**src/rtl/core/mck_pkg.sv**
```systemverilog
// ----------------------------------------------------------------------------
// Morse keyer package
// Request and symbol types, symbol codes, timing units and the letter table.
// ----------------------------------------------------------------------------
package mck_pkg;

	typedef struct packed {
		logic [7:0] character;
		logic       end_of_message;
	} in_t;

	typedef struct packed {
		logic [1:0] symbol;
		logic [1:0] led_on_units;
		logic [2:0] off_units;
		logic       last_of_run;
	} out_t;

	localparam logic [1:0] SYM_DOT     = 2'd0;
	localparam logic [1:0] SYM_DASH    = 2'd1;
	localparam logic [1:0] SYM_SPACE   = 2'd2;
	localparam logic [1:0] SYM_NEWLINE = 2'd3;

	localparam logic [1:0] ON_NONE = 2'd0;
	localparam logic [1:0] ON_DOT  = 2'd1;
	localparam logic [1:0] ON_DASH = 2'd3;

	localparam logic [2:0] OFF_NONE   = 3'd0;
	localparam logic [2:0] OFF_INTRA  = 3'd1;
	localparam logic [2:0] OFF_WORD_A = 3'd2;
	localparam logic [2:0] OFF_LETTER = 3'd3;

	localparam logic [7:0] CHAR_SPACE    = 8'h20;
	localparam logic [7:0] CHAR_UPPER_A  = 8'h41;
	localparam logic [7:0] CHAR_UPPER_Z  = 8'h5A;
	localparam logic [7:0] CHAR_LOWER_A  = 8'h61;
	localparam logic [7:0] CHAR_LOWER_Z  = 8'h7A;
	localparam logic [7:0] CHAR_CASE_BIT = 8'h20;

	// Code words are read from the top bit: "1" dot, "111" dash, a single
	// "0" between elements and "00" at the end of the letter.
	function automatic logic [15:0] letter_code(input logic [4:0] idx);
		logic [15:0] code;
		unique case (idx)
			5'd0:  code = 16'hB800;
			5'd1:  code = 16'hEA80;
			5'd2:  code = 16'hEBA0;
			5'd3:  code = 16'hEA00;
			5'd4:  code = 16'h8000;
			5'd5:  code = 16'hAE80;
			5'd6:  code = 16'hEE80;
			5'd7:  code = 16'hAA00;
			5'd8:  code = 16'hA000;
			5'd9:  code = 16'hBBB8;
			5'd10: code = 16'hEB80;
			5'd11: code = 16'hBA80;
			5'd12: code = 16'hEE00;
			5'd13: code = 16'hE800;
			5'd14: code = 16'hEEE0;
			5'd15: code = 16'hBBA0;
			5'd16: code = 16'hEEB8;
			5'd17: code = 16'hBA00;
			5'd18: code = 16'hA800;
			5'd19: code = 16'hE000;
			5'd20: code = 16'hAE00;
			5'd21: code = 16'hAB80;
			5'd22: code = 16'hBB80;
			5'd23: code = 16'hEAE0;
			5'd24: code = 16'hEBB8;
			5'd25: code = 16'hEEA0;
			default: code = 16'h0000;
		endcase
		return code;
	endfunction

endpackage

```
**src/rtl/core/mck_seq.sv**
```systemverilog
// ----------------------------------------------------------------------------
// Morse keyer sequencer
// Takes one character and steps out its symbols, walking the code word
// through a shift register one element per cycle while sym_take is high.
// ----------------------------------------------------------------------------
module mck_seq (
	input  logic         clk,
	input  logic         arst_n,
	input  logic         req_valid,
	output logic         req_ready,
	input  mck_pkg::in_t req,
	output logic         sym_valid,
	input  logic         sym_take,
	output mck_pkg::out_t sym
);

	typedef enum logic [2:0] {S_IDLE, S_GAP, S_SPACE, S_LETTER, S_NEWLINE} state_t;

	state_t      state_q;
	logic        after_letter_q;
	logic        eom_q;
	logic        letter_q;
	logic        gap_q;
	logic [15:0] code_q;
	logic [2:0]  cnt_q;

	logic        is_letter;
	logic        is_space;
	logic [7:0]  lower;
	logic [7:0]  idx;
	logic        is_dash;
	logic        elem_end;
	logic        cap_hit;
	logic        elem_fin;
	state_t      done_state;

	assign is_letter = ((req.character >= mck_pkg::CHAR_UPPER_A) &&
			(req.character <= mck_pkg::CHAR_UPPER_Z)) ||
			((req.character >= mck_pkg::CHAR_LOWER_A) &&
			(req.character <= mck_pkg::CHAR_LOWER_Z));
	assign is_space  = (req.character == mck_pkg::CHAR_SPACE);
	assign lower     = req.character | mck_pkg::CHAR_CASE_BIT;
	assign idx       = lower - mck_pkg::CHAR_LOWER_A;

	// The element is the last of the letter when the bits after its
	// separator begin the end marker; the count cap matches the five-result
	// limit on gap plus elements.
	assign is_dash  = code_q[14];
	assign elem_end = is_dash ? (code_q[12:11] == 2'b00) : !code_q[13];
	assign cap_hit  = gap_q ? (cnt_q == 3'd3) : (cnt_q == 3'd4);
	assign elem_fin = elem_end || cap_hit;

	assign done_state = eom_q ? S_NEWLINE : S_IDLE;
	assign req_ready  = (state_q == S_IDLE);

	always_comb begin
		sym_valid = 1'b0;
		sym       = '{mck_pkg::SYM_SPACE, mck_pkg::ON_NONE, mck_pkg::OFF_NONE, 1'b0};
		unique case (state_q)
			S_IDLE: begin
				sym_valid = 1'b0;
			end
			S_GAP: begin
				sym_valid = 1'b1;
				sym = '{mck_pkg::SYM_SPACE, mck_pkg::ON_NONE, mck_pkg::OFF_LETTER,
					!letter_q && !eom_q};
			end
			S_SPACE: begin
				sym_valid = 1'b1;
				sym = '{mck_pkg::SYM_SPACE, mck_pkg::ON_NONE,
					(cnt_q == 3'd2) ? mck_pkg::OFF_LETTER : mck_pkg::OFF_WORD_A,
					(cnt_q == 3'd2) && !eom_q};
			end
			S_LETTER: begin
				sym_valid = code_q[15];
				sym = '{is_dash ? mck_pkg::SYM_DASH : mck_pkg::SYM_DOT,
					is_dash ? mck_pkg::ON_DASH : mck_pkg::ON_DOT,
					elem_fin ? mck_pkg::OFF_NONE : mck_pkg::OFF_INTRA,
					elem_fin && !eom_q};
			end
			S_NEWLINE: begin
				sym_valid = 1'b1;
				sym = '{mck_pkg::SYM_NEWLINE, mck_pkg::ON_NONE, mck_pkg::OFF_NONE, 1'b1};
			end
			default: begin
				sym_valid = 1'b0;
			end
		endcase
	end

	always_ff @(posedge clk or negedge arst_n) begin
		if (!arst_n) begin
			state_q        <= S_IDLE;
			after_letter_q <= 1'b0;
			eom_q          <= 1'b0;
			letter_q       <= 1'b0;
			gap_q          <= 1'b0;
			code_q         <= '0;
			cnt_q          <= '0;
		end else begin
			unique case (state_q)
				S_IDLE: begin
					if (req_valid) begin
						eom_q          <= req.end_of_message;
						letter_q       <= is_letter;
						gap_q          <= after_letter_q && !is_space;
						code_q         <= mck_pkg::letter_code(idx[4:0]);
						cnt_q          <= '0;
						after_letter_q <= is_letter && !req.end_of_message;
						priority if (after_letter_q && !is_space)
							state_q <= S_GAP;
						else if (is_space)
							state_q <= S_SPACE;
						else if (is_letter)
							state_q <= S_LETTER;
						else if (req.end_of_message)
							state_q <= S_NEWLINE;
						else
							state_q <= S_IDLE;
					end
				end
				S_GAP: begin
					if (sym_take) begin
						state_q <= letter_q ? S_LETTER : done_state;
					end
				end
				S_SPACE: begin
					if (sym_take) begin
						cnt_q <= cnt_q + 3'd1;
						if (cnt_q == 3'd2)
							state_q <= done_state;
					end
				end
				S_LETTER: begin
					if (!code_q[15]) begin
						if (code_q[14])
							code_q <= {code_q[14:0], 1'b0};
						else
							state_q <= done_state;
					end else if (sym_take) begin
						cnt_q <= cnt_q + 3'd1;
						if (elem_fin)
							state_q <= done_state;
						else if (!is_dash)
							code_q <= {code_q[13:0], 2'b00};
						else if (code_q[12])
							code_q <= {code_q[12:0], 3'b000};
						else
							code_q <= {code_q[11:0], 4'b0000};
					end
				end
				S_NEWLINE: begin
					if (sym_take)
						state_q <= S_IDLE;
				end
				default: begin
					state_q <= S_IDLE;
				end
			endcase
		end
	end

endmodule

```
**src/rtl/core/morse_code_keyer_top.sv**
```systemverilog
// ----------------------------------------------------------------------------
// Morse code keyer
// Turns a stream of ASCII characters into timed Morse symbols.
// ----------------------------------------------------------------------------
//
//  Channel | Direction | Handshake              | Payload
//  --------+-----------+------------------------+---------------------------
//  char    | in        | char_valid, char_ready | char_data (mck_pkg::in_t)
//  sym     | out       | sym_valid, sym_ready   | sym_data (mck_pkg::out_t)
//
//  A character request is taken while the sequencer is idle; the sequencer
//  then issues one symbol per cycle unless sym_ready stalls it, up to 6 symbols
//  (letter gap, four elements and newline). A request with no symbol stays idle.
//  The code word is walked one element per cycle, barring stalls, in the
//  sequencer's shift register; separators are skipped within the same step.
//  A stall on sym_ready holds the sequencer; the output register lets the
//  next request enter while the last symbol still waits.
//  Reset clears the sequencer state, the output valid and the letter flag.
//
module morse_code_keyer_top (
	input  logic          clk,
	input  logic          arst_n,
	input  logic          char_valid,
	output logic          char_ready,
	input  mck_pkg::in_t  char_data,
	output logic          sym_valid,
	input  logic          sym_ready,
	output mck_pkg::out_t sym_data
);

	logic          seq_valid;
	logic          seq_take;
	mck_pkg::out_t seq_sym;
	logic          out_valid_q;
	mck_pkg::out_t out_q;

	// The sequencer advances whenever the output register is empty or its
	// symbol is leaving in this cycle.
	assign seq_take = seq_valid && (!out_valid_q || sym_ready);

	mck_seq u_seq (
		.clk       (clk),
		.arst_n    (arst_n),
		.req_valid (char_valid),
		.req_ready (char_ready),
		.req       (char_data),
		.sym_valid (seq_valid),
		.sym_take  (seq_take),
		.sym       (seq_sym)
	);

	always_ff @(posedge clk or negedge arst_n) begin
		if (!arst_n) begin
			out_valid_q <= 1'b0;
		end else if (seq_take) begin
			out_valid_q <= 1'b1;
		end else if (sym_ready) begin
			out_valid_q <= 1'b0;
		end
	end

	always_ff @(posedge clk) begin
		if (seq_take)
			out_q <= seq_sym;
	end

	assign sym_valid = out_valid_q;
	assign sym_data  = out_q;

	// The sequencer never offers a symbol while it is free for a request.
	a_idle_quiet: assert property (@(posedge clk) disable iff (!arst_n)
		char_ready |-> !seq_valid)
		else $error("sequencer offers a symbol while idle");

	// A newline always closes the run of its request.
	a_newline_last: assert property (@(posedge clk) disable iff (!arst_n)
		seq_valid && (seq_sym.symbol == mck_pkg::SYM_NEWLINE) |-> seq_sym.last_of_run)
		else $error("newline symbol not marked last");

	// Only dots and dashes light the LED.
	a_led_only_marks: assert property (@(posedge clk) disable iff (!arst_n)
		seq_valid && (seq_sym.led_on_units != mck_pkg::ON_NONE) |->
		(seq_sym.symbol == mck_pkg::SYM_DOT) || (seq_sym.symbol == mck_pkg::SYM_DASH))
		else $error("LED time on a non-mark symbol");

	// A symbol that was taken while the register was full means one was lost.
	a_no_overwrite: assert property (@(posedge clk) disable iff (!arst_n)
		seq_take |-> !out_valid_q || sym_ready)
		else $error("output register overwritten");

endmodule
```
**config.mk**
```make
export PLATFORM = sky130hd
export DESIGN_NAME = morse_code_keyer_top
export DESIGN_NICKNAME = d
export VERILOG_FILES = /design/src/rtl/core/mck_pkg.sv /design/src/rtl/core/mck_seq.sv /design/src/rtl/core/morse_code_keyer_top.sv
export SDC_FILE = /design/constraint.sdc
export NUM_CORES = 1
export LEC_CHECK = 0
export ABC_AREA = 0
export BUFFER_PORTS_ARGS = -buffer_cell sky130_fd_sc_hd__buf_2
export CORE_MARGIN = 4
export CORE_UTILIZATION = 35
export DETAILED_ROUTE_END_ITERATION = 8
export HOLD_SLACK_MARGIN = 0.1
export SYNTH_ARGS = -nofsm -noshare
export SYNTH_HDL_FRONTEND = slang
export SYNTH_HIERARCHICAL = 1
export SYNTH_SLANG_ARGS = --single-unit
```
**constraint.sdc**
```tcl
create_clock -name clk -period 8.2 [get_ports clk]
set_clock_uncertainty 0.1 [all_clocks]
set_input_delay 0.82 -clock clk [delete_from_list [all_inputs] [get_ports clk]]
set_output_delay 0.82 -clock clk [all_outputs]
set_load 0.005 [all_outputs]
```
==> Word level (Yosys, flattened, before mapping) <==
Memories as Yosys holds them, arrays and structs flattened.
Index checks and enable logic that the tools add are counted.
{ "word_totals": {"out_inout_bits": 10, "input_bits": 13, "rom_bits": 416, "mem_count": 1, "wordCells": 107, "ff_bits": 35} }
{ "memory_table": {"columns": ["name", "words", "word_bits", "read_ports", "rd_ports_with_merged_regs", "wr", "line", "rtl"], "rows": [
  ["(no name shown)", 32, 13, 1, 0, 0, "mck_pkg.sv:44", "unique case (idx)"]
]} }
{ "op_classes": {"reduce_logical": 29, "n_lt_le_gt_ge": 4, "muxes": 38, "eq_ne": 19, "n_addsub": 2} }
{ "ops": {"columns": ["cell", "count"], "rows": [
  ["16-bit 2-to-1 mux", 7],
  ["3-bit 2-to-1 mux", 18],
  ["16-bit case mux with 2 select lines", 1],
  ["8-bit case mux with 4 select lines", 1],
  ["8-bit by 7-bit greater-or-equal comparator with 1-bit output, second input constant", 2],
  ["8-bit by 7-bit less-or-equal comparator with 1-bit output, second input constant", 2],
  ["3-bit case mux with 5 select lines", 1],
  ["3-bit by 2-bit equality test with 1-bit output, second input constant", 4],
  ["3-bit inequality test, second input constant", 3],
  ["3-bit case mux with 3 select lines", 1],
  ["8-bit by 6-bit equality test with 1-bit output, second input constant", 1],
  ["1-bit logical AND", 8],
  ["2-bit inequality test, second input constant", 4],
  ["8-bit AND reduction", 1],
  ["1-bit 2-to-1 mux", 7],
  ["3-bit equality test, second input constant", 2],
  ["1-bit logical NOT", 6],
  ["5-bit AND reduction", 1],
  ["5-bit by 1-bit subtractor with 5-bit output, second input constant", 1],
  ["2-bit by 1-bit inequality test with 1-bit output, second input constant", 2],
  ["2-bit AND reduction", 2],
  ["4-bit AND reduction", 1],
  ["2-bit nonzero test", 2],
  ["3-bit by 1-bit adder with 3-bit output, second input constant", 1],
  ["11 further kinds", 13]
]} }

==> Depth between registers and ports, before layout <==
Gate-level depths: netlist (run 1).
{ "depth": {"ltp_word": 8, "mapped_depth": 14, "mapped_depth_nobuf": 10} }

==> Modules after synthesis <==
Netlist (run 1), hierarchy kept.
{ "by_module_without_submodules": {"columns": ["module", "cells_each", "seq_area_each_um2", "area_per_inst_um2", "n_inst"], "rows": [
  ["mck_seq", 340, 625.6, 2592.5, 1],
  ["morse_code_keyer_top", 12, 265.3, 284.0, 1]
]} }

==> Worst setup path before layout (run 1) <==
OpenSTA, ideal clock, no wires.
{ "synth_path": {"path_type": "input -> register", "start": "input char_data[2] (netlist bit)", "end": "register u_seq.code_q[10]", "slack_ps": 5204, "stages": 11, "required_ps": 7964, "setup_ps": 136, "n_path_buf": 3, "arrival_ps": 2760, "path_cell_list": "buf_6 inv_1 ha_1 ha_1 clkbuf_1 clkbuf_1 nor2_1 a221oi_1 a31oi_1 a22oi_1 o21ai_0"} }
{ "synth_between": {"elab_chain_len": 4} }
{ "synth_lines": {"columns": ["item", "line", "rtl"], "rows": [
  ["from (decl)", "morse_code_keyer_top.sv:25", "input mck_pkg::in_t char_data,"],
  ["5-bit by 1-bit subtractor with 5-bit output", "mck_seq.sv:43", "assign idx = lower - mck_pkg::CHAR_LOWER_A;"],
  ["memory 32 x 13 bit", null, null],
  ["16-bit 2-to-1 mux", "mck_seq.sv:103", "if (req_valid) begin"],
  ["16-bit case mux with 2 select lines", "mck_seq.sv:101", "unique case (state_q)"],
  ["to (signal assigned)", "mck_seq.sv:107", "code_q <= mck_pkg::letter_code(idx[4:0]);"],
  ["to (signal assigned)", "mck_seq.sv:137", "code_q <= {code_q[14:0], 1'b0};"],
  ["to (signal assigned)", "mck_seq.sv:145", "code_q <= {code_q[13:0], 2'b00};"],
  ["to (decl)", "mck_seq.sv:24", "logic [15:0] code_q;"]
]} }
Every way passes these cells. The select of a mux whose other input is x is not followed.
A chain may end at the register's enable or synchronous reset.

==> Worst setup path after layout (run 1) <==
{ "layout_path": {"start": "input char_data[1] (netlist bit)", "end": "register u_seq.code_q[11]"} }
The elaborated chain is that of the path after synthesis.

==> metrics.txt, run 1 <==
# TYPE chip_impl_metric gauge
chip_impl_info{name="status",value="completed"} 1
chip_impl_info{name="postSynth.topFlopCell",value="sky130_fd_sc_hd__dfrtp_1"} 1
chip_impl_metric{name="detail_route.wirelength",unit="microns"} 7250
chip_impl_metric{name="synth_edf_count",unit=""} 8
chip_impl_metric{name="pwr-share-seq",unit=""} 0.391
chip_impl_metric{name="clock.fmax",unit="MHz"} 287
chip_impl_metric{name="antennaDiodeCount",unit=""} 0
chip_impl_metric{name="power.switching",unit="mW"} 0.393
chip_impl_metric{name="synth-warning-count",unit=""} 6
chip_impl_metric{name="start_util",unit=""} 0.367
chip_impl_metric{name="ys_seq_area_frac",unit=""} 0.310
chip_impl_metric{name="power_density",unit="mW/mm^2"} 285
chip_impl_metric{name="globalRouteMet3Util",unit=""} 0.0177
chip_impl_metric{name="syn2layout_area_growth",unit="%"} 7.48
chip_impl_metric{name="grt_first_pass_wirelength",unit="microns"} 12200
chip_impl_info{name="clockRootBuffer",value="sky130_fd_sc_hd__clkbuf_8"} 1
chip_impl_metric{name="regToRegSetupSlack",unit="ns"} 4.89
chip_impl_metric{name="timing.final.crit_share",unit=""} 0.425
chip_impl_metric{name="floorplan.die.width",unit="microns"} 98.7
chip_impl_metric{name="dieHeight",unit="microns"} 98.7
chip_impl_metric{name="route.detailed.vias_per_inst",unit=""} 5.93
chip_impl_metric{name="seq_area",unit="sq um"} 891
chip_impl_info{name="rsz0062_at_grt",value="false"} 1
chip_impl_metric{name="gates_resized_cts_repair",unit=""} 0
chip_impl_metric{name="post_cts_repair_timing_setup_buffer_count",unit=""} 0
chip_impl_metric{name="intPower",unit="mW"} 0.489
chip_impl_metric{name="route.detailed.drc",unit=""} 0
chip_impl_info{name="netlist.top_cell.by_area",value="sky130_fd_sc_hd__dfrtp_1"} 1
chip_impl_metric{name="multiInputGateArea",unit="sq mm"} 0.00180
chip_impl_metric{name="timing.max_cap.violations",unit=""} 0
chip_impl_metric{name="cts_htree_levels",unit=""} 2
chip_impl_metric{name="worst_slew_margin_relative_to_its_limit",unit=""} 0.186
chip_impl_info{name="worstSetupPathType",value="in -> reg"} 1
chip_impl_metric{name="detail-route-antenna-nets",unit=""} 0
chip_impl_metric{name="clkSlewWorstSetupHoldPaths",unit="ns"} 0.08
chip_impl_info{name="grt_busiest_layer",value="met1"} 1
chip_impl_metric{name="layout.filler_cells",unit=""} 850
chip_impl_metric{name="drive_gt1_frac",unit=""} 0.132
chip_impl_metric{name="p_sw_frac",unit=""} 0.446
chip_impl_metric{name="synthCells",unit=""} 352
chip_impl_metric{name="finalHoldViolations",unit=""} 0
chip_impl_metric{name="postSynthAreaPerCell",unit="sq um"} 8.17
chip_impl_metric{name="power_frac_comb",unit=""} 0.441
chip_impl_metric{name="setup_total_negative_slack",unit="ns"} 0
chip_impl_metric{name="boundaryPins",unit=""} 23
chip_impl_metric{name="cts.sinks",unit=""} 34
chip_impl_metric{name="holdWs",unit="ns"} 0.410
chip_impl_metric{name="period_minus_slack",unit="ns"} 3.48
chip_impl_info{name="timing.critical_path.to_type",value="flop"} 1
chip_impl_metric{name="synth.ff_latch_count",unit=""} 34
chip_impl_metric{name="slew_violations",unit=""} 0
chip_impl_metric{name="synthDominantCellAreaShare",unit=""} 0.226
chip_impl_info{name="synth_area_leaders",value="sky130_fd_sc_hd__dfrtp_1 (23%), sky130_fd_sc_hd__edfxtp_1 (8.4%), sky130_fd_sc_hd__nand2_1 (5.7%)"} 1
chip_impl_metric{name="grt_pass1_vias",unit=""} 2337
chip_impl_metric{name="layout.nets",unit=""} 378
chip_impl_metric{name="gr-usage-met2",unit=""} 0.218
chip_impl_metric{name="yosys.cell_types.count",unit=""} 70
chip_impl_metric{name="insertion_delay",unit="ns"} 0.28
chip_impl_metric{name="dieArea",unit="sq mm"} 0.00973
chip_impl_info{name="hold_path.class",value="reg -> reg"} 1
chip_impl_metric{name="fp.coreArea",unit="sq mm"} 0.00785
chip_impl_metric{name="cp_max_fanout",unit=""} 17
chip_impl_metric{name="globalRouteOverflowTotal",unit=""} 0
chip_impl_metric{name="vdd_ir_drop_max",unit="V"} 0.0000865
chip_impl_metric{name="async_reset_ff_frac",unit=""} 0.765
chip_impl_metric{name="cts-hold-fix-buffers",unit=""} 0
chip_impl_metric{name="power.static_leakage",unit="nW"} 1.26
chip_impl_info{name="final_cell_mix",value="sky130_fd_sc_hd__nand2_1 (44), sky130_fd_sc_hd__nor2_1 (31), sky130_fd_sc_hd__o21ai_0 (28)"} 1
chip_impl_metric{name="routabilityCongestion",unit=""} 0.855
chip_impl_metric{name="max_slew.worst_pin.slew",unit="ns"} 1.21
chip_impl_metric{name="drtIter0Drc",unit=""} 220
chip_impl_metric{name="antenna_found_initial",unit=""} 0
chip_impl_metric{name="worst-endpoint-arrival",unit="ns"} 3.55
chip_impl_metric{name="detailedRoute.firstPassIterationCount",unit=""} 5
chip_impl_metric{name="numPortBuffers",unit=""} 22
chip_impl_metric{name="post_synth_net_total",unit=""} 376
chip_impl_metric{name="fin_util",unit=""} 0.394
chip_impl_metric{name="wl_per_cell",unit="microns"} 15.9
chip_impl_metric{name="p_clk_frac",unit=""} 0.169
chip_impl_metric{name="numCtsBuffers",unit=""} 5
chip_impl_metric{name="placement.setup.worst_slack",unit="ns"} 4.44
chip_impl_metric{name="global_route_track_usage_on_met1",unit=""} 0.233
chip_impl_metric{name="clockBufferDepth",unit=""} 2
chip_impl_metric{name="synth_area",unit="sq mm"} 0.00288
chip_impl_metric{name="dp_hpwl",unit="microns"} 5200
chip_impl_metric{name="setup_viol",unit=""} 0
chip_impl_info{name="final_common_cell",value="sky130_fd_sc_hd__nand2_1"} 1
chip_impl_metric{name="required",unit="ns"} 8.27
chip_impl_metric{name="dr_vias",unit=""} 2708
chip_impl_info{name="worst_setup_path_start_kind",value="input pin"} 1
chip_impl_metric{name="std_cell_rows",unit=""} 32
chip_impl_metric{name="grt_start_max_net_pins",unit=""} 27
chip_impl_info{name="cts_tree",value="done"} 1
chip_impl_metric{name="timing.final.ws_setup",unit="ns"} 4.72
chip_impl_metric{name="global_route.usage.total",unit=""} 0.150
## state kept, by name, summed over array words and instances, names as in the netlist
name / count
u_seq/letter_q: 1
u_seq/cnt_q: 3
sym_valid: 1
u_seq/eom_q: 1
u_seq/code_q: 15
u_seq/after_letter_q: 1
u_seq/gap_q: 1
sym_data: 8
u_seq/state_q: 3
## routing by layer
layer | wire [microns] | up-vias
li1 | - | 1305
met1 | 3670 | 1303
met2 | 3060 | 93
met3 | 451 | 7
met4 | 66 | 0
met5 | 0 | -
## worst max-delay path, cell delays in order
cell                       delay, ns
sky130_fd_sc_hd__buf_2          0.26
sky130_fd_sc_hd__inv_1          0.21
sky130_fd_sc_hd__ha_1           0.33
sky130_fd_sc_hd__nor3b_2        0.22
sky130_fd_sc_hd__xnor2_1        0.95
sky130_fd_sc_hd__nor2_2         0.13
sky130_fd_sc_hd__a21oi_1        0.20
sky130_fd_sc_hd__o221ai_1       0.13
sky130_fd_sc_hd__a221o_1        0.30
## power by group through the flow
stage          logic [mW]  registers, mW  clock network [mW]
2_1_floorplan       0.341          0.287                   0
3_3_place_gp        0.381          0.344                   0
3_5_place_dp        0.384          0.344                   0
4_1_cts             0.385          0.341               0.152
6_report            0.388          0.344               0.149
5_1_grt             0.439          0.357               0.162
## path summary, 6_finish.rpt
path,depth (start not counted),endpoint,startpoint
max,9,u_seq/code_q[11],char_data[1]
min,2,sym_valid,sym_valid
max reg2reg,10,u_seq/code_q[11],u_seq/state_q[0]
min reg2reg,2,sym_valid,sym_valid
max in group asynchronous,1,u_seq/code_q[5],arst_n
min in group asynchronous,1,u_seq/cnt_q[2],arst_n
## cells by family (layout without fill, tap and decap cells)
family | after synthesis | after routing | synth area share
buffers and inverters | 41 | 44 | 0.0648
XOR/XNOR | 4 | 4 | 0.0148
flip-flops | 34 | 34 | 0.310
other | 1 | 1 | 0.00130
AO/OA/AOI/OAI | 118 | 118 | 0.287
AND/OR/NAND/NOR | 126 | 126 | 0.214
adder cells (fa/ha/maj) | 11 | 11 | 0.0478
multiplexers | 17 | 17 | 0.0609
## per-stage QoR
stage / total power [mW] / instances / instance area [sq um]
after floorplan: 0.628 / 352 / 2880
after global placement: 0.725 / 449 / 2980
after detailed placement: 0.728 / 449 / 2980
after CTS: 0.878 / 457 / 3090
after global routing: 0.957 / 457 / 3090
final: 0.881 / 457 / 3090
## synthesized netlist by cell type, types with 5 or more instances
cell and count:
sky130_fd_sc_hd__nor2_1 31, sky130_fd_sc_hd__a221oi_1 7, sky130_fd_sc_hd__a31oi_1 7, sky130_fd_sc_hd__a21oi_1 21, sky130_fd_sc_hd__nand2b_1 9, sky130_fd_sc_hd__nor3_1 7, sky130_fd_sc_hd__nand3_1 7, sky130_fd_sc_hd__dfrtp_1 26
sky130_fd_sc_hd__inv_1 14, sky130_fd_sc_hd__a22oi_1 5, sky130_fd_sc_hd__o31ai_1 5, sky130_fd_sc_hd__o21ai_0 28, sky130_fd_sc_hd__ha_1 11, sky130_fd_sc_hd__mux2i_1 13, sky130_fd_sc_hd__nand2_1 44, sky130_fd_sc_hd__clkbuf_1 15
sky130_fd_sc_hd__edfxtp_1 8, sky130_fd_sc_hd__buf_2 5
## layout make-up
class	count	area share
flip-flops and latches	34	0.288
well taps	102	0.0413
clock buffers	8	0.0360
inverters	14	0.0170
multi-input cells	277	0.582
repair buffers	22	0.0356
No activity file was read; power rests on OpenSTA's default activity.
==> run 2, diff against run 1 <==
- clock period: 8.2 -> 3.53 ns (I/O delays scaled with it)
==> run 2 against run 1 <==
Net effect:
- utilization is 1.1 points higher
- flip-flop and latch count stayed put
- first-iteration DRC count fell by 1.8%
- largest power group unchanged
- count of clock-buffer cells in the layout shrank 3
- clock power increased to 2.9 times the previous value
- sequential power increased by 130%
- cell count rose by 1.8%
- global-route usage up 0.92 points
- sequential share of layout area shrank 0.80 points
- setup slack worse by 4.1 ns
- combinational power grew 140%
- routed wire length is 2.0% higher
==> metrics.txt, run 2 (synthesis gave the netlist of run 1 again) <==
# TYPE chip_impl_metric gauge
chip_impl_metric{name="numPortBuffers",unit=""} 22
chip_impl_metric{name="grt_pass1_vias",unit=""} 2415
chip_impl_info{name="worstSetupPathType",value="reg -> reg"} 1
chip_impl_metric{name="routabilityCongestion",unit=""} 0.927
chip_impl_info{name="final_cell_mix",value="sky130_fd_sc_hd__nand2_1 (44), sky130_fd_sc_hd__nor2_1 (31), sky130_fd_sc_hd__o21ai_0 (28)"} 1
chip_impl_metric{name="setup_viol",unit=""} 0
chip_impl_metric{name="insertion_delay",unit="ns"} 0.29
chip_impl_metric{name="timing.max_cap.violations",unit=""} 0
chip_impl_metric{name="dr_vias",unit=""} 2672
chip_impl_info{name="regMostFlops",value="u_seq/code_q"} 1
chip_impl_info{name="clockRootBuffer",value="sky130_fd_sc_hd__clkbuf_8"} 1
chip_impl_metric{name="post_cts_repair_timing_setup_buffer_count",unit=""} 0
chip_impl_metric{name="route.detailed.vias_per_inst",unit=""} 5.75
chip_impl_metric{name="wl_per_cell",unit="microns"} 15.9
chip_impl_metric{name="placedCellCount",unit=""} 456
chip_impl_metric{name="antenna_found_initial",unit=""} 0
chip_impl_metric{name="worst_slew_margin_relative_to_its_limit",unit=""} 0.510
chip_impl_metric{name="global_route.usage.total",unit=""} 0.159
chip_impl_metric{name="slew_violations",unit=""} 0
chip_impl_metric{name="clock.fmax",unit="MHz"} 347
chip_impl_metric{name="detailedRoute.firstPassIterationCount",unit=""} 5
chip_impl_info{name="final_common_cell",value="sky130_fd_sc_hd__nand2_1"} 1
chip_impl_info{name="critical_path.top_delay_family",value="simple AND/OR/NAND/NOR gates"} 1
chip_impl_metric{name="detail-route-antenna-nets",unit=""} 0
chip_impl_metric{name="cts_htree_levels",unit=""} 2
chip_impl_info{name="status",value="completed"} 1
chip_impl_metric{name="antennaDiodeCount",unit=""} 0
chip_impl_metric{name="layout.nets",unit=""} 386
chip_impl_metric{name="drive_gt1_frac",unit=""} 0.152
chip_impl_metric{name="setup_total_negative_slack",unit="ns"} 0
chip_impl_metric{name="drtIter0Drc",unit=""} 216
chip_impl_metric{name="design_power_total",unit="mW"} 2.17
chip_impl_metric{name="floorplan.die.width",unit="microns"} 98.7
chip_impl_metric{name="clockBufferDepth",unit=""} 2
chip_impl_metric{name="std_cell_rows",unit=""} 32
chip_impl_metric{name="grt_start_max_net_pins",unit=""} 27
chip_impl_metric{name="power_density",unit="mW/mm^2"} 682
chip_impl_metric{name="fin_cells",unit=""} 465
chip_impl_info{name="rsz0062_at_grt",value="false"} 1
chip_impl_info{name="cp_slowest_cell",value="sky130_fd_sc_hd__dfrtp_1"} 1
chip_impl_metric{name="route.detailed.drc",unit=""} 0
chip_impl_metric{name="dieArea",unit="sq mm"} 0.00973
chip_impl_info{name="worst_setup_path_start_kind",value="flop"} 1
chip_impl_metric{name="power.static_leakage",unit="nW"} 1.31
chip_impl_metric{name="critical_path_buf_inv_count",unit=""} 0
chip_impl_info{name="cts_tree",value="done"} 1
chip_impl_metric{name="layout.filler_cells",unit=""} 825
chip_impl_info{name="hold_path.class",value="in -> reg"} 1
chip_impl_metric{name="globalRouteOverflowTotal",unit=""} 0
chip_impl_info{name="crit_chain",value="nor3_1 > a211oi_1 > and2_1 > nor2b_1 > o22ai_1 > nand2_1 > nor2_1 > a22oi_1 > o21ai_0"} 1
chip_impl_metric{name="largest_register_ffs",unit=""} 15
chip_impl_metric{name="vdd_ir_drop_max",unit="V"} 0.000273
chip_impl_info{name="timing.critical_path.to_type",value="flop"} 1
chip_impl_metric{name="cts.sinks",unit=""} 34
chip_impl_metric{name="dieHeight",unit="microns"} 98.7
chip_impl_metric{name="dp_hpwl",unit="microns"} 5430
chip_impl_metric{name="fp.coreArea",unit="sq mm"} 0.00785
chip_impl_metric{name="finalHoldViolations",unit=""} 0
chip_impl_metric{name="syn2layout_area_growth",unit="%"} 10.6
chip_impl_metric{name="placement.setup.worst_slack",unit="ns"} 0.518
chip_impl_metric{name="worst-endpoint-arrival",unit="ns"} 2.98
chip_impl_metric{name="boundaryPins",unit=""} 23
chip_impl_metric{name="cp_max_fanout",unit=""} 18
chip_impl_metric{name="grt_first_pass_wirelength",unit="microns"} 12800
chip_impl_metric{name="timing.final.ws_setup",unit="ns"} 0.651
chip_impl_metric{name="holdWs",unit="ns"} 0.195
chip_impl_metric{name="numCtsBuffers",unit=""} 5
chip_impl_metric{name="period_minus_slack",unit="ns"} 2.88
chip_impl_metric{name="required",unit="ns"} 3.63
chip_impl_metric{name="detail_route.wirelength",unit="microns"} 7390
chip_impl_metric{name="start_util",unit=""} 0.367
chip_impl_metric{name="max_slew.worst_pin.slew",unit="ns"} 0.732
chip_impl_metric{name="crit_path_max_incr_delay",unit="ns"} 0.68
chip_impl_metric{name="clkSlewWorstSetupHoldPaths",unit="ns"} 0.08
chip_impl_metric{name="timing.final.crit_share",unit=""} 0.816
==> run 2: area by class of cell <==
| type | instances | area, sq um | area share |
|---|---|---|---|
| Sequential cell | 34 | 891 | 0.280 |
| Clock buffer | 5 | 68.8 | 0.0216 |
| Timing Repair Buffer | 30 | 173 | 0.0543 |
| Clock inverter | 3 | 68.8 | 0.0216 |
| Inverter | 14 | 52.6 | 0.0165 |
| Multi-Input combinational cell | 277 | 1800 | 0.566 |
| Tap cell | 102 | 128 | 0.0401 |
==> run 2: per-layer routing <==
metal / share of wire / vias to the layer above / GRT usage
met5: 0 / - / 0
met4: 0.013 / 0 / 0.0347
met2: 0.44 / 92 / 0.232
met3: 0.060 / 8 / 0.0241
met1: 0.49 / 1240 / 0.246
li1: - / 1332 / -
==> run 2: final timing paths <==
check | end | startpoint | depth (start not counted) | slack (ns)
min in group asynchronous | u_seq/state_q[0] | arst_n | 2 | 0.53
worst min-delay path | u_seq/eom_q | char_data[0] | 3 | 0.19
worst max-delay path | u_seq/code_q[10] | u_seq/state_q[1] | 9 | 0.65
max in group asynchronous | u_seq/code_q[10] | arst_n | 2 | 2.36
worst min register to register | sym_valid | sym_valid | 2 | 0.41
worst max register to register | u_seq/code_q[10] | u_seq/state_q[1] | 9 | 0.65
==> run 2: power by group <==
group	switching [mW]	internal (mW)	total [mW]
Combinational	0.551	0.387	0.938
Clock	0.151	0.283	0.434
Sequential	0.229	0.566	0.795
==> run 2: repair_timing <==
| action | CTS | global route |
|---|---|---|
| gates resized for setup | 0 | 0 |
| hold buffers | 1 | 0 |
| hold endpoints to repair | 26 | 0 |
==> run 2: worst reg2reg max path: cells and delay by family (launching register included) <==
kind | cells | cell delay, ns
DFF | 1 | 0.68
and+or+nand+nor | 5 | 1.19
AOI/OAI and AO/OA | 4 | 0.82
==> run 2: per-stage QoR <==
| stage | area, sq um | util |
|---|---|---|
| final | 3180 | 0.405 |
| after global routing | 3180 | 0.405 |
| after CTS | 3180 | 0.405 |
| after detailed placement | 3030 | 0.386 |
| after global placement | 3030 | 0.386 |
| after floorplan | 2880 | - |
==> run 3, diff against run 2 <==
- clock period: 3.53 -> 2.9 ns (I/O delays scaled with it)
==> run 3 against run 2 <==
Net effect:
- sequential power grew 8.1%
- via count grew 1.8%
- cell area grew 1.9%
- count of clock-buffer cells in the layout is the same
- critical endpoint is now u_seq/code_q[11]
- highest routed layer unchanged
==> metrics.txt, run 3 (synthesis gave the netlist of run 1 again) <==
# TYPE chip_impl_metric gauge
chip_impl_info{name="status",value="completed"} 1
chip_impl_metric{name="fp.coreArea",unit="sq mm"} 0.00785
chip_impl_metric{name="layout.filler_cells",unit=""} 812
chip_impl_metric{name="cts_htree_levels",unit=""} 2
chip_impl_metric{name="clkSlewWorstSetupHoldPaths",unit="ns"} 0.07
chip_impl_metric{name="post_cts_repair_timing_setup_buffer_count",unit=""} 0
chip_impl_metric{name="timing.max_cap.violations",unit=""} 0
chip_impl_metric{name="globalRouteOverflowTotal",unit=""} 0
chip_impl_metric{name="drive_gt1_frac",unit=""} 0.183
chip_impl_metric{name="required",unit="ns"} 2.97
chip_impl_metric{name="dieHeight",unit="microns"} 98.7
chip_impl_metric{name="reg2reg_depth",unit=""} 9
chip_impl_info{name="cts_tree",value="done"} 1
chip_impl_metric{name="route.detailed.drc",unit=""} 0
chip_impl_metric{name="clock.fmax",unit="MHz"} 407
chip_impl_metric{name="dp_hpwl",unit="microns"} 5490
chip_impl_metric{name="largest_register_ffs",unit=""} 15
chip_impl_metric{name="numPortBuffers",unit=""} 22
chip_impl_metric{name="power.static_leakage",unit="nW"} 1.36
chip_impl_metric{name="grt_first_pass_wirelength",unit="microns"} 12400
chip_impl_metric{name="wl_per_cell",unit="microns"} 15.2
chip_impl_metric{name="grt_start_max_net_pins",unit=""} 27
chip_impl_metric{name="start_util",unit=""} 0.367
chip_impl_info{name="crit_chain",value="nor3_1 > a211oi_1 > and2_1 > nor2b_1 > o22ai_1 > nand2_1 > a21o_1 > nor3_1 > a221o_1"} 1
chip_impl_info{name="regMostFlops",value="u_seq/code_q"} 1
chip_impl_metric{name="syn2layout_area_growth",unit="%"} 12.7
chip_impl_metric{name="hold-path-cell-count",unit=""} 3
chip_impl_metric{name="drtIter0Drc",unit=""} 228
chip_impl_metric{name="period_minus_slack",unit="ns"} 2.46
chip_impl_metric{name="detail_route.wirelength",unit="microns"} 7290
chip_impl_info{name="rsz0062_at_grt",value="false"} 1
chip_impl_metric{name="boundaryPins",unit=""} 23
chip_impl_metric{name="dr_vias",unit=""} 2720
chip_impl_info{name="final_common_cell",value="sky130_fd_sc_hd__nand2_1"} 1
chip_impl_info{name="clockRootBuffer",value="sky130_fd_sc_hd__clkbuf_8"} 1
chip_impl_metric{name="slew_violations",unit=""} 0
chip_impl_metric{name="setup_total_negative_slack",unit="ns"} 0
chip_impl_metric{name="global_route.usage.total",unit=""} 0.153
chip_impl_metric{name="clockBufferDepth",unit=""} 2
chip_impl_metric{name="crit_path_max_incr_delay",unit="ns"} 0.44
chip_impl_metric{name="fin_util",unit=""} 0.413
chip_impl_metric{name="std_cell_rows",unit=""} 32
chip_impl_metric{name="timing.final.crit_share",unit=""} 0.847
chip_impl_metric{name="setup_viol",unit=""} 0
chip_impl_info{name="cp_slowest_cell",value="sky130_fd_sc_hd__dfrtp_1"} 1
chip_impl_metric{name="cts.sinks",unit=""} 34
chip_impl_info{name="critical-path-top-cell-by-count",value="sky130_fd_sc_hd__nor3_1"} 1
chip_impl_info{name="hold_path.class",value="in -> reg"} 1
chip_impl_metric{name="route.detailed.vias_per_inst",unit=""} 5.67
chip_impl_info{name="worstSetupPathType",value="reg -> reg"} 1
chip_impl_info{name="timing.critical_path.to_type",value="flop"} 1
chip_impl_metric{name="antennaDiodeCount",unit=""} 0
chip_impl_metric{name="cp_max_fanout",unit=""} 12
chip_impl_metric{name="worst-endpoint-arrival",unit="ns"} 2.53
chip_impl_metric{name="layout.nets",unit=""} 401
chip_impl_metric{name="numCtsBuffers",unit=""} 5
chip_impl_metric{name="detail-route-antenna-nets",unit=""} 0
chip_impl_metric{name="vdd_ir_drop_max",unit="V"} 0.000266
chip_impl_metric{name="max_slew.worst_pin.slew",unit="ns"} 0.662
chip_impl_metric{name="grt_pass1_vias",unit=""} 2442
chip_impl_metric{name="insertion_delay",unit="ns"} 0.29
chip_impl_metric{name="floorplan.die.width",unit="microns"} 98.7
chip_impl_info{name="worst_setup_path_start_kind",value="flop"} 1
chip_impl_metric{name="dieArea",unit="sq mm"} 0.00973
chip_impl_metric{name="worst_slew_margin_relative_to_its_limit",unit=""} 0.555
chip_impl_metric{name="finalHoldViolations",unit=""} 0
chip_impl_metric{name="detailedRoute.firstPassIterationCount",unit=""} 5
chip_impl_metric{name="power_density",unit="mW/mm^2"} 790
chip_impl_metric{name="routabilityCongestion",unit=""} 0.957
chip_impl_metric{name="antenna_found_initial",unit=""} 0
chip_impl_info{name="final_cell_mix",value="sky130_fd_sc_hd__nand2_1 (44), sky130_fd_sc_hd__nor2_1 (31), sky130_fd_sc_hd__o21ai_0 (28)"} 1
run 3: cell types whose count changed in the layout (fill, tap and decap cells not counted), sizes merged:
cell      delta
clkinv       +1
clkinvlp     +1
buf         +15
bufinv       -2
run 3: stage by stage:
stage | std cells | area [sq um] | setup WS [ns] | power (mW) | hold slack (ns)
finish | 480 | 3240 | 0.445 | 2.56 | 0.145
global route | 480 | 3240 | 0.267 | 2.76 | 0.157
CTS | 480 | 3240 | 0.481 | 2.56 | 0.142
detailed placement | 471 | 3150 | 0.354 | 2.20 | 0.246
global placement | 471 | 3150 | 0.402 | 2.20 | 0.235
floorplan | 352 | 2880 | 0.244 | 1.78 | -0.106
run 3: critical path: cells and delay by family (launching register included):
kind             cells  cell delay (ns)
AND/OR/NAND/NOR      5             0.94
AO/OA/AOI/OAI        4             0.85
flip-flops           1             0.44
run 3: per-layer routing:
| layer | share of wire | vias to the layer above | GRT usage |
|---|---|---|---|
| met5 | 0 | - | 0 |
| met2 | 0.43 | 91 | 0.220 |
| li1 | - | 1357 | - |
| met3 | 0.059 | 5 | 0.0156 |
| met1 | 0.50 | 1267 | 0.242 |
| met4 | 0.0081 | 0 | 0.0399 |
run 3: layout make-up:
type | count | area (sq um) | area share
inverters | 14 | 52.6 | 0.0162
flip-flops and latches | 34 | 891 | 0.275
multi-input cells | 277 | 1800 | 0.555
clock buffers | 5 | 68.8 | 0.0212
well taps | 102 | 128 | 0.0394
clock inverters | 3 | 16.3 | 0.00502
repair buffers | 45 | 285 | 0.0880
run 3: worst paths after layout:
path	slack (ns)	startpoint	endpoint
hold / removal	0.15	char_data[0]	u_seq/eom_q
setup reg to reg	0.44	u_seq/state_q[1]	u_seq/code_q[11]
hold reg to reg	0.45	u_seq/code_q[13]	u_seq/code_q[13]
max in group asynchronous	1.83	arst_n	u_seq/cnt_q[1]
setup / recovery	0.44	u_seq/state_q[1]	u_seq/code_q[11]
min in group asynchronous	0.46	arst_n	u_seq/state_q[0]
run 3: what timing repair did:
action / 4_1_cts / 5_1_grt
hold buffers: 1 / 0
gates resized for setup: 0 / 0
hold endpoints to repair: 26 / 0
run 3: power by group:
part	internal [mW]	leakage (nW)	total [mW]	switching (mW)
sequential	0.692	0.405	0.859	0.167
combinational	0.558	0.912	1.35	0.796
clock	0.164	0.0416	0.347	0.183
total	1.41	1.36	2.56	1.15
